[src/rnc_pkg.sv]
// ----------------------------------------------------------------------------
// rnc_pkg
// Shared types and constants for the resource name classifier.
// ----------------------------------------------------------------------------
package rnc_pkg;

   localparam int MAX_TEXT_LEN = 256;
   localparam int COUNT_W      = $clog2(MAX_TEXT_LEN + 2);
   localparam int FIFO_DEPTH   = 2;

   localparam logic [7:0] CHAR_ZERO  = 8'h30;
   localparam logic [7:0] CHAR_NINE  = 8'h39;
   localparam logic [7:0] CHAR_SLASH = 8'h2F;
   localparam logic [7:0] CHAR_COLON = 8'h3A;
   localparam logic [7:0] CHAR_DOT   = 8'h2E;
   localparam logic [7:0] CHAR_UNDER = 8'h5F;
   localparam logic [7:0] CHAR_DASH  = 8'h2D;
   localparam logic [7:0] CHAR_TILDE = 8'h7E;

   localparam logic [11:0] GROUP_LIMIT = 12'd255;
   localparam logic [19:0] PORT_LIMIT  = 20'd65535;

   typedef enum logic [1:0] {
      KIND_FILE  = 2'd0,
      KIND_IPV4  = 2'd1,
      KIND_HOST  = 2'd2,
      KIND_ERROR = 2'd3
   } kind_type;

   typedef logic [COUNT_W-1:0] count_type;

   typedef struct packed {
      logic [7:0] char_code;
      logic       last_char;
   } req_type;

   typedef struct packed {
      kind_type    resource_kind;
      logic [15:0] port_number;
      logic [8:0]  name_length;
   } rsp_type;

   // per-text summary handed from front to back
   typedef struct packed {
      logic        overlong;
      logic        slash;
      logic        multi_colon;
      logic        port_overflow;
      logic        quad_ok;
      logic        host_ok;
      logic        has_colon;
      logic [8:0]  text_len;
      logic [8:0]  colon_pos;
      logic [15:0] port;
   } summary_type;

endpackage

[src/rnc_front.sv]
// ----------------------------------------------------------------------------
// rnc_front
// Takes one character per cycle while accept is high, updates running parse
// state and emits a summary of the text on its last character.
// ----------------------------------------------------------------------------
module rnc_front (
   input  logic                 clock,
   input  logic                 reset,
   input  logic                 accept,
   input  rnc_pkg::req_type     req_data,
   output logic                 sum_push,
   output rnc_pkg::summary_type sum_data
);
   import rnc_pkg::*;

   count_type   char_count_ff, char_count_in;
   logic        slash_ff, slash_in;
   logic [1:0]  colon_count_ff, colon_count_in;
   count_type   colon_pos_ff, colon_pos_in;
   logic [2:0]  group_count_ff, group_count_in;
   logic        group_nonempty_ff, group_nonempty_in;
   logic [8:0]  group_value_ff, group_value_in;
   logic        quad_valid_ff, quad_valid_in;
   logic        host_valid_ff, host_valid_in;
   logic [16:0] port_acc_ff, port_acc_in;
   logic        port_open_ff, port_open_in;
   logic        port_ovf_ff, port_ovf_in;

   logic [7:0]  c;
   logic [3:0]  digit;
   logic        is_digit, is_alpha, is_mark;
   logic [11:0] group_mul;
   logic [19:0] port_mul;

   assign c        = req_data.char_code;
   assign digit    = c[3:0];
   assign is_digit = (c >= CHAR_ZERO) && (c <= CHAR_NINE);
   assign is_alpha = ((c >= 8'h41) && (c <= 8'h5A)) || ((c >= 8'h61) && (c <= 8'h7A));
   assign is_mark  = (c == CHAR_DOT) || (c == CHAR_UNDER) || (c == CHAR_DASH)
                     || (c == CHAR_TILDE);

   assign group_mul = ({3'b0, group_value_ff} << 3) + ({3'b0, group_value_ff} << 1)
                      + {8'b0, digit};
   assign port_mul  = ({3'b0, port_acc_ff} << 3) + ({3'b0, port_acc_ff} << 1)
                      + {16'b0, digit};

   always_comb begin
      char_count_in     = char_count_ff;
      slash_in          = slash_ff | (c == CHAR_SLASH);
      colon_count_in    = colon_count_ff;
      colon_pos_in      = colon_pos_ff;
      group_count_in    = group_count_ff;
      group_nonempty_in = group_nonempty_ff;
      group_value_in    = group_value_ff;
      quad_valid_in     = quad_valid_ff;
      host_valid_in     = host_valid_ff;
      port_acc_in       = port_acc_ff;
      port_open_in      = port_open_ff;
      port_ovf_in       = port_ovf_ff;

      if (c == CHAR_COLON) begin
         if (colon_count_ff == 2'd0) begin
            colon_pos_in = char_count_ff;
            port_acc_in  = '0;
            port_open_in = 1'b1;
         end
         if (colon_count_ff < 2'd2) begin
            colon_count_in = colon_count_ff + 2'd1;
         end
      end else if (colon_count_ff == 2'd0) begin
         if (c == CHAR_DOT) begin
            if (group_nonempty_ff) begin
               if (group_count_ff < 3'd7) begin
                  group_count_in = group_count_ff + 3'd1;
               end
               group_nonempty_in = 1'b0;
               group_value_in    = '0;
            end else begin
               quad_valid_in = 1'b0;
            end
         end else if (is_digit) begin
            group_nonempty_in = 1'b1;
            if (group_mul > GROUP_LIMIT) begin
               quad_valid_in  = 1'b0;
               group_value_in = 9'd256;
            end else begin
               group_value_in = group_mul[8:0];
            end
         end else begin
            quad_valid_in = 1'b0;
         end
         if (char_count_ff == '0) begin
            if (!is_mark && !is_alpha) begin
               host_valid_in = 1'b0;
            end
         end else if (!is_mark && !is_alpha && !is_digit) begin
            host_valid_in = 1'b0;
         end
      end else begin
         if (port_open_ff && is_digit) begin
            if (port_mul > PORT_LIMIT) begin
               port_ovf_in = 1'b1;
               port_acc_in = 17'd65536;
            end else begin
               port_acc_in = port_mul[16:0];
            end
         end else begin
            port_open_in = 1'b0;
         end
      end

      if (char_count_ff <= COUNT_W'(MAX_TEXT_LEN)) begin
         char_count_in = char_count_ff + COUNT_W'(1);
      end
   end

   assign sum_push               = accept && req_data.last_char;
   assign sum_data.overlong      = char_count_in > COUNT_W'(MAX_TEXT_LEN);
   assign sum_data.slash         = slash_in;
   assign sum_data.multi_colon   = colon_count_in >= 2'd2;
   assign sum_data.port_overflow = port_ovf_in;
   assign sum_data.quad_ok       = quad_valid_in && (group_count_in == 3'd4)
                                   && group_nonempty_in;
   assign sum_data.host_ok       = host_valid_in;
   assign sum_data.has_colon     = colon_count_in != 2'd0;
   assign sum_data.text_len      = 9'(char_count_in);
   assign sum_data.colon_pos     = 9'(colon_pos_in);
   assign sum_data.port          = port_acc_in[15:0];

   always_ff @(posedge clock) begin
      if (reset || sum_push) begin
         char_count_ff     <= '0;
         slash_ff          <= 1'b0;
         colon_count_ff    <= '0;
         colon_pos_ff      <= '0;
         group_count_ff    <= 3'd1;
         group_nonempty_ff <= 1'b0;
         group_value_ff    <= '0;
         quad_valid_ff     <= 1'b1;
         host_valid_ff     <= 1'b1;
         port_acc_ff       <= '0;
         port_open_ff      <= 1'b0;
         port_ovf_ff       <= 1'b0;
      end else if (accept) begin
         char_count_ff     <= char_count_in;
         slash_ff          <= slash_in;
         colon_count_ff    <= colon_count_in;
         colon_pos_ff      <= colon_pos_in;
         group_count_ff    <= group_count_in;
         group_nonempty_ff <= group_nonempty_in;
         group_value_ff    <= group_value_in;
         quad_valid_ff     <= quad_valid_in;
         host_valid_ff     <= host_valid_in;
         port_acc_ff       <= port_acc_in;
         port_open_ff      <= port_open_in;
         port_ovf_ff       <= port_ovf_in;
      end
   end

`ifndef SYNTHESIS
   a_restart: assert property (@(posedge clock) disable iff (reset)
      sum_push |=> (char_count_ff == '0) && (colon_count_ff == '0) && quad_valid_ff)
      else $error("front state not cleared after last character");
   a_count_bound: assert property (@(posedge clock) disable iff (reset)
      char_count_ff <= COUNT_W'(MAX_TEXT_LEN + 1))
      else $error("character count past saturation");
`endif

endmodule

[src/rnc_fifo.sv]
// ----------------------------------------------------------------------------
// rnc_fifo
// Short summary queue between front and back.
// ----------------------------------------------------------------------------
module rnc_fifo (
   input  logic                 clock,
   input  logic                 reset,
   input  logic                 wr_en,
   input  rnc_pkg::summary_type wr_data,
   input  logic                 rd_en,
   output rnc_pkg::summary_type rd_data,
   output logic                 fifo_full,
   output logic                 fifo_empty
);
   import rnc_pkg::*;

   localparam int PTR_W = $clog2(FIFO_DEPTH);
   localparam int CNT_W = $clog2(FIFO_DEPTH + 1);

   summary_type             entry_ff [FIFO_DEPTH];
   logic [PTR_W-1:0]        wr_ptr_ff, rd_ptr_ff;
   logic [CNT_W-1:0]        count_ff, count_in;
   logic                    do_wr, do_rd;

   assign fifo_full  = count_ff == CNT_W'(FIFO_DEPTH);
   assign fifo_empty = count_ff == '0;
   assign do_wr      = wr_en && !fifo_full;
   assign do_rd      = rd_en && !fifo_empty;
   assign rd_data    = entry_ff[rd_ptr_ff];

   always_comb begin
      count_in = count_ff;
      if (do_wr && !do_rd) begin
         count_in = count_ff + CNT_W'(1);
      end else if (do_rd && !do_wr) begin
         count_in = count_ff - CNT_W'(1);
      end
   end

   always_ff @(posedge clock) begin
      if (do_wr) begin
         entry_ff[wr_ptr_ff] <= wr_data;
      end
   end

   always_ff @(posedge clock) begin
      if (reset) begin
         wr_ptr_ff <= '0;
         rd_ptr_ff <= '0;
         count_ff  <= '0;
      end else begin
         count_ff <= count_in;
         if (do_wr) begin
            wr_ptr_ff <= (wr_ptr_ff == PTR_W'(FIFO_DEPTH - 1)) ? '0 : wr_ptr_ff + PTR_W'(1);
         end
         if (do_rd) begin
            rd_ptr_ff <= (rd_ptr_ff == PTR_W'(FIFO_DEPTH - 1)) ? '0 : rd_ptr_ff + PTR_W'(1);
         end
      end
   end

`ifndef SYNTHESIS
   a_count_bound: assert property (@(posedge clock) disable iff (reset)
      count_ff <= CNT_W'(FIFO_DEPTH))
      else $error("summary queue count out of range");
   a_no_drop: assert property (@(posedge clock) disable iff (reset)
      wr_en |-> !fifo_full)
      else $error("summary written into full queue");
`endif

endmodule

[src/rnc_back.sv]
// ----------------------------------------------------------------------------
// rnc_back
// Resolves a text summary into kind, port and name length and holds the
// result in an output register.
// ----------------------------------------------------------------------------
module rnc_back (
   input  logic                 clock,
   input  logic                 reset,
   input  logic                 sum_valid,
   input  rnc_pkg::summary_type sum_data,
   output logic                 sum_pop,
   input  logic                 pop,
   output logic                 empty,
   output rnc_pkg::rsp_type     rsp_data
);
   import rnc_pkg::*;

   logic    out_valid_ff;
   rsp_type out_ff, out_in;

   always_comb begin
      out_in.resource_kind = KIND_ERROR;
      out_in.port_number   = '0;
      out_in.name_length   = '0;
      if (sum_data.overlong) begin
         out_in.resource_kind = KIND_ERROR;
      end else if (sum_data.slash) begin
         out_in.resource_kind = KIND_FILE;
         out_in.name_length   = sum_data.text_len;
      end else if (sum_data.multi_colon || sum_data.port_overflow) begin
         out_in.resource_kind = KIND_ERROR;
      end else if (sum_data.quad_ok || sum_data.host_ok) begin
         out_in.resource_kind = sum_data.quad_ok ? KIND_IPV4 : KIND_HOST;
         out_in.name_length   = sum_data.has_colon ? sum_data.colon_pos : sum_data.text_len;
         out_in.port_number   = sum_data.has_colon ? sum_data.port : 16'd0;
      end
   end

   assign sum_pop  = sum_valid && (!out_valid_ff || pop);
   assign empty    = !out_valid_ff;
   assign rsp_data = out_ff;

   always_ff @(posedge clock) begin
      if (sum_pop) begin
         out_ff <= out_in;
      end
      if (reset) begin
         out_valid_ff <= 1'b0;
      end else if (sum_pop) begin
         out_valid_ff <= 1'b1;
      end else if (pop) begin
         out_valid_ff <= 1'b0;
      end
   end

`ifndef SYNTHESIS
   a_error_zero: assert property (@(posedge clock) disable iff (reset)
      (!empty && (rsp_data.resource_kind == KIND_ERROR))
      |-> (rsp_data.port_number == '0) && (rsp_data.name_length == '0))
      else $error("error result carries port or length");
   a_file_no_port: assert property (@(posedge clock) disable iff (reset)
      (!empty && (rsp_data.resource_kind == KIND_FILE)) |-> (rsp_data.port_number == '0))
      else $error("file path result carries a port");
`endif

endmodule

[src/resource_name_classifier.sv]
// ----------------------------------------------------------------------------
// resource_name_classifier
// Classifies a resource text as file path, IPv4 host, host name or error.
// ----------------------------------------------------------------------------
// One character is accepted per clock while full is low; the front registers
// its running parse state on each accepted character, so texts stream back to
// back with no gap between them. On the character marked last, a summary
// enters a two-entry queue and the back stage resolves it into the output
// register once that register is empty or being popped. full rises only while
// the queue holds two pending texts behind a result not yet popped.
module resource_name_classifier (
   input  logic             clock,
   input  logic             reset,
   input  logic             push,
   output logic             full,
   input  rnc_pkg::req_type req_data,
   output logic             empty,
   input  logic             pop,
   output rnc_pkg::rsp_type rsp_data
);
   import rnc_pkg::*;

   logic        accept;
   logic        sum_push, sum_pop, fifo_empty;
   summary_type sum_in, sum_out;

   assign accept = push && !full;

   rnc_front u_front (
      .clock    (clock),
      .reset    (reset),
      .accept   (accept),
      .req_data (req_data),
      .sum_push (sum_push),
      .sum_data (sum_in)
   );

   rnc_fifo u_fifo (
      .clock      (clock),
      .reset      (reset),
      .wr_en      (sum_push),
      .wr_data    (sum_in),
      .rd_en      (sum_pop),
      .rd_data    (sum_out),
      .fifo_full  (full),
      .fifo_empty (fifo_empty)
   );

   rnc_back u_back (
      .clock     (clock),
      .reset     (reset),
      .sum_valid (!fifo_empty),
      .sum_data  (sum_out),
      .sum_pop   (sum_pop),
      .pop       (pop),
      .empty     (empty),
      .rsp_data  (rsp_data)
   );

endmodule

[config.mk]
export PLATFORM = sky130hd
export DESIGN_NAME = resource_name_classifier
export DESIGN_NICKNAME = d
export VERILOG_FILES = /design/src/rnc_pkg.sv /design/src/rnc_front.sv /design/src/rnc_fifo.sv /design/src/rnc_back.sv /design/src/resource_name_classifier.sv
export SDC_FILE = /design/constraint.sdc
export NUM_CORES = 1
export LEC_CHECK = 0
export BUFFER_PORTS_ARGS = -buffer_cell sky130_fd_sc_hd__buf_2
export CORE_ASPECT_RATIO = 1.75
export CORE_UTILIZATION = 62
export CTS_CLUSTER_DIAMETER = 80
export DETAILED_ROUTE_END_ITERATION = 10
export PLACE_DENSITY = 0.8
export SYNTH_ARGS = -nofsm -noshare
export SYNTH_HDL_FRONTEND = slang
export SYNTH_SLANG_ARGS = --single-unit
[constraint.sdc]
create_clock -name clock -period 4.05 [get_ports clock]
set_input_delay 0.81 -clock clock [delete_from_list [all_inputs] [get_ports clock]]
set_output_delay 0.81 -clock clock [all_outputs]
set_load 0.03 [all_outputs]
==> flow_metrics.py <==
metrics = {
    "worst_hold_path": {
        "whs_path_depth": 2,
        "hold_path_class": "reg2reg",
    },
    "yosys": {
        "synthCells": 795,
        "synth_nets": 868,
        "ys_types": 65,
        "synth_top_cell_area_share": 0.380,
        "netlist_top_cells_area": "edfxtp_1 (38%), dfxtp_1 (14%), ha_1 (8.1%)",
        "synthFlopType": "edfxtp_1",
        "synth_edf_count": 109,
        "synth-seq-area-share": 0.521,
        "syn_avg_cell_area_um2": 10.8,
        "syn-cell-area_um2": 8620,
        "ys_seq_elements": 170,
        "async_reset_ff_frac": 0,
        "yosysWarnings": 0,
        "synth_largest_area_cell": "edfxtp_1",
    },
    "die": {
        "design.portCount": 42,
        "die-area_um2": 14400,
        "initial_core_util": 0.641,
        "fp.coreArea_um2": 13500,
        "die_y_um": 158,
        "num_rows": 56,
        "dieWidth_um": 91.1,
    },
    "final_layout": {
        "mostFrequentLayoutCells": "edfxtp_1 (109), nor2_1 (86), nand2_1 (77), dfxtp_1 (61), ha_1 (56)",
        "post-route-util": 0.717,
        "fillers": 962,
        "final_common_cell": "edfxtp_1",
        "stdcell_area_um2": 9640,
        "drive_gt1_frac": 0.141,
        "antennaDiodeCount": 0,
        "seqCellArea_um2": 4490,
        "syn2layout_area_growth_pct": 11.8,
        "multiInputGateArea_um2": 3870,
        "fin_nets": 913,
    },
    "status": {
        "status": "finished, final reports clean",
    },
    "route": {
        "firstDrtPassIters": 5,
        "routedWlPerCell_um": 18.8,
        "viasPerCell": 6.04,
        "vias": 6208,
        "drt_iter0_markers": 253,
        "antenna_left": 0,
        "drc": 0,
        "drt-total-wl_mm": 19.3,
    },
    "clocking": {
        "cts_tree": "done",
        "root_buffer": "clkbuf_16",
        "cts_made_buffers": 17,
        "cts_sinks": 170,
        "htreeDepth": 4,
        "hold_buffers": 0,
        "post_cts_resized": 0,
        "clk_pin_slew_worst_paths_ns": 0.07,
        "cts_max_path_buffers": 2,
        "clock_latency_ns": 0.43,
        "cts_setup_buffers": 0,
    },
    "global_routing": {
        "grt-ovfl-total": 0,
        "grt_usage": 0.288,
        "antenna_found_initial": 0,
        "grt_pass1_vias": 6497,
        "grt_pass1_wl_mm": 31.5,
        "grt_max_degree": 42,
    },
    "job": {
        "max_cap_violations": 0,
    },
    "setup_path": {
        "end_kind": "flop",
        "crit_path_max_fanout": 16,
        "cp.arrival_ns": 3.96,
        "worstPathRequired_ns": 4.26,
        "criticalPathCategory": "in2reg",
        "reg2reg_depth": 12,
        "start_kind": "input pin",
    },
    "sta": {
        "slew_headroom": 0.198,
        "finalSetupViolCount": 0,
        "setup_tns_ns": 0,
        "fin_skew_ns": 0.0116,
        "finalCriticalPeriod_ns": 3.75,
        "rsz0062_at_grt": "false",
        "worstMarginPinSlew_ns": 1.20,
        "post-route-period-util": 0.926,
        "maxSlewViolCount": 0,
        "final_hold_viol_count": 0,
        "max_clock_freq_mhz": 267,
    },
    "power": {
        "peakVddDrop_mv": 0.248,
        "leakage_nw": 3.88,
        "powerDensity_nw_per_um2": 509,
    },
    "placement": {
        "hpwlAfterDp_mm": 13.9,
        "gp_congestion": 0.862,
        "dpl-instance-area_um2": 9050,
        "numPortBuffers": 41,
    },
}
==> worst max-delay path, stage by stage <==
cell      delay (ns)
buf_2           0.09
inv_1           0.08
fa_1            0.53
fa_1            0.45
nand2b_1        0.18
a21oi_1         0.27
o211ai_2        0.16
a21oi_1         0.25
o311ai_0        0.18
a311oi_2        0.32
nand3_2         0.10
buf_4           0.20
o21ai_0         0.33
==> sequential cells by signal (all words and copies together), names as in the netlist, 2 cells and up, named ones only <==
register / flops
u_back.rsp_data: 27
u_fifo.count_ff: 2
u_fifo.entry_ff: 82
u_front.char_count_ff: 9
u_front.colon_count_ff: 2
u_front.colon_pos_ff: 9
u_front.group_count_ff: 3
u_front.group_value_ff: 9
u_front.port_acc_ff: 17
==> path summary, 6_finish.rpt <==
path | endpoint | slack, ns | start
worst max-delay path | u_fifo.entry_ff[0][12] | 0.30 | req_data[4]
worst min-delay path | u_front.host_valid_ff | 0.47 | u_front.host_valid_ff
worst max register to register | u_fifo.entry_ff[0][12] | 0.38 | u_front.port_acc_ff[0]
worst min register to register | u_front.host_valid_ff | 0.47 | u_front.host_valid_ff
==> synth_stat cells, drive strengths merged, types with 3 or more instances <==
cell type  number
and2            3
a22oi           4
nor2b           4
ha             56
xor2           22
nand3          23
xnor2          16
o21a            4
buf            11
mux4            9
o211ai          3
mux2            8
clkbuf         23
mux2i          18
a211oi          4
nor3           22
or3             3
dfxtp          61
a31oi           6
a22o            9
inv            32
a21oi          39
and3           11
or4             6
nor2           87
edfxtp        109
nor4            5
fa              4
nand2b         11
nand4           8
o21ai          59
nand2          77
a21o            9
==> cell type report <==
| class | count | area share |
|---|---|---|
| clock inverter | 13 | 0.0163 |
| tap | 174 | 0.0226 |
| inverter | 32 | 0.0125 |
| multi-input combinational | 559 | 0.402 |
| timing repair buffer | 60 | 0.0361 |
| sequential | 170 | 0.466 |
| clock buffer | 19 | 0.0449 |
==> layer usage <==
layer	vias up	wire length, um	global-route usage
met4	0	705	0.147
met3	52	669	0.0504
li1	2991	-	-
met5	-	0	0
met2	194	10900	0.551
met1	2971	6960	0.297
==> power by group <==
group	internal [mW]	switching, mW
Sequential	2.14	0.0938
Clock	0.926	0.694
Combinational	0.316	0.731
Total	3.38	1.52
==> logic make-up after synthesis <==
logic type	after synthesis	share of synthesized area
simple gates	268	0.150
flops	170	0.521
compound gates	158	0.114
buf+inv	66	0.0306
fa+ha+maj	60	0.0906
xor+xnor	38	0.0386
mux	35	0.0549
==> through the flow <==
stage	setup WS [ns]	power, mW	std cells	hold slack, ns
floorplan	0.301	3.00	795	0.435
global placement	0.0279	3.27	995	0.445
detailed placement	-0.0649	3.31	995	0.458
CTS	0.365	4.92	1027	0.465
global route	0.138	5.06	1027	0.482
finish	0.301	4.90	1027	0.468
(Power assumes the default switching activity.)
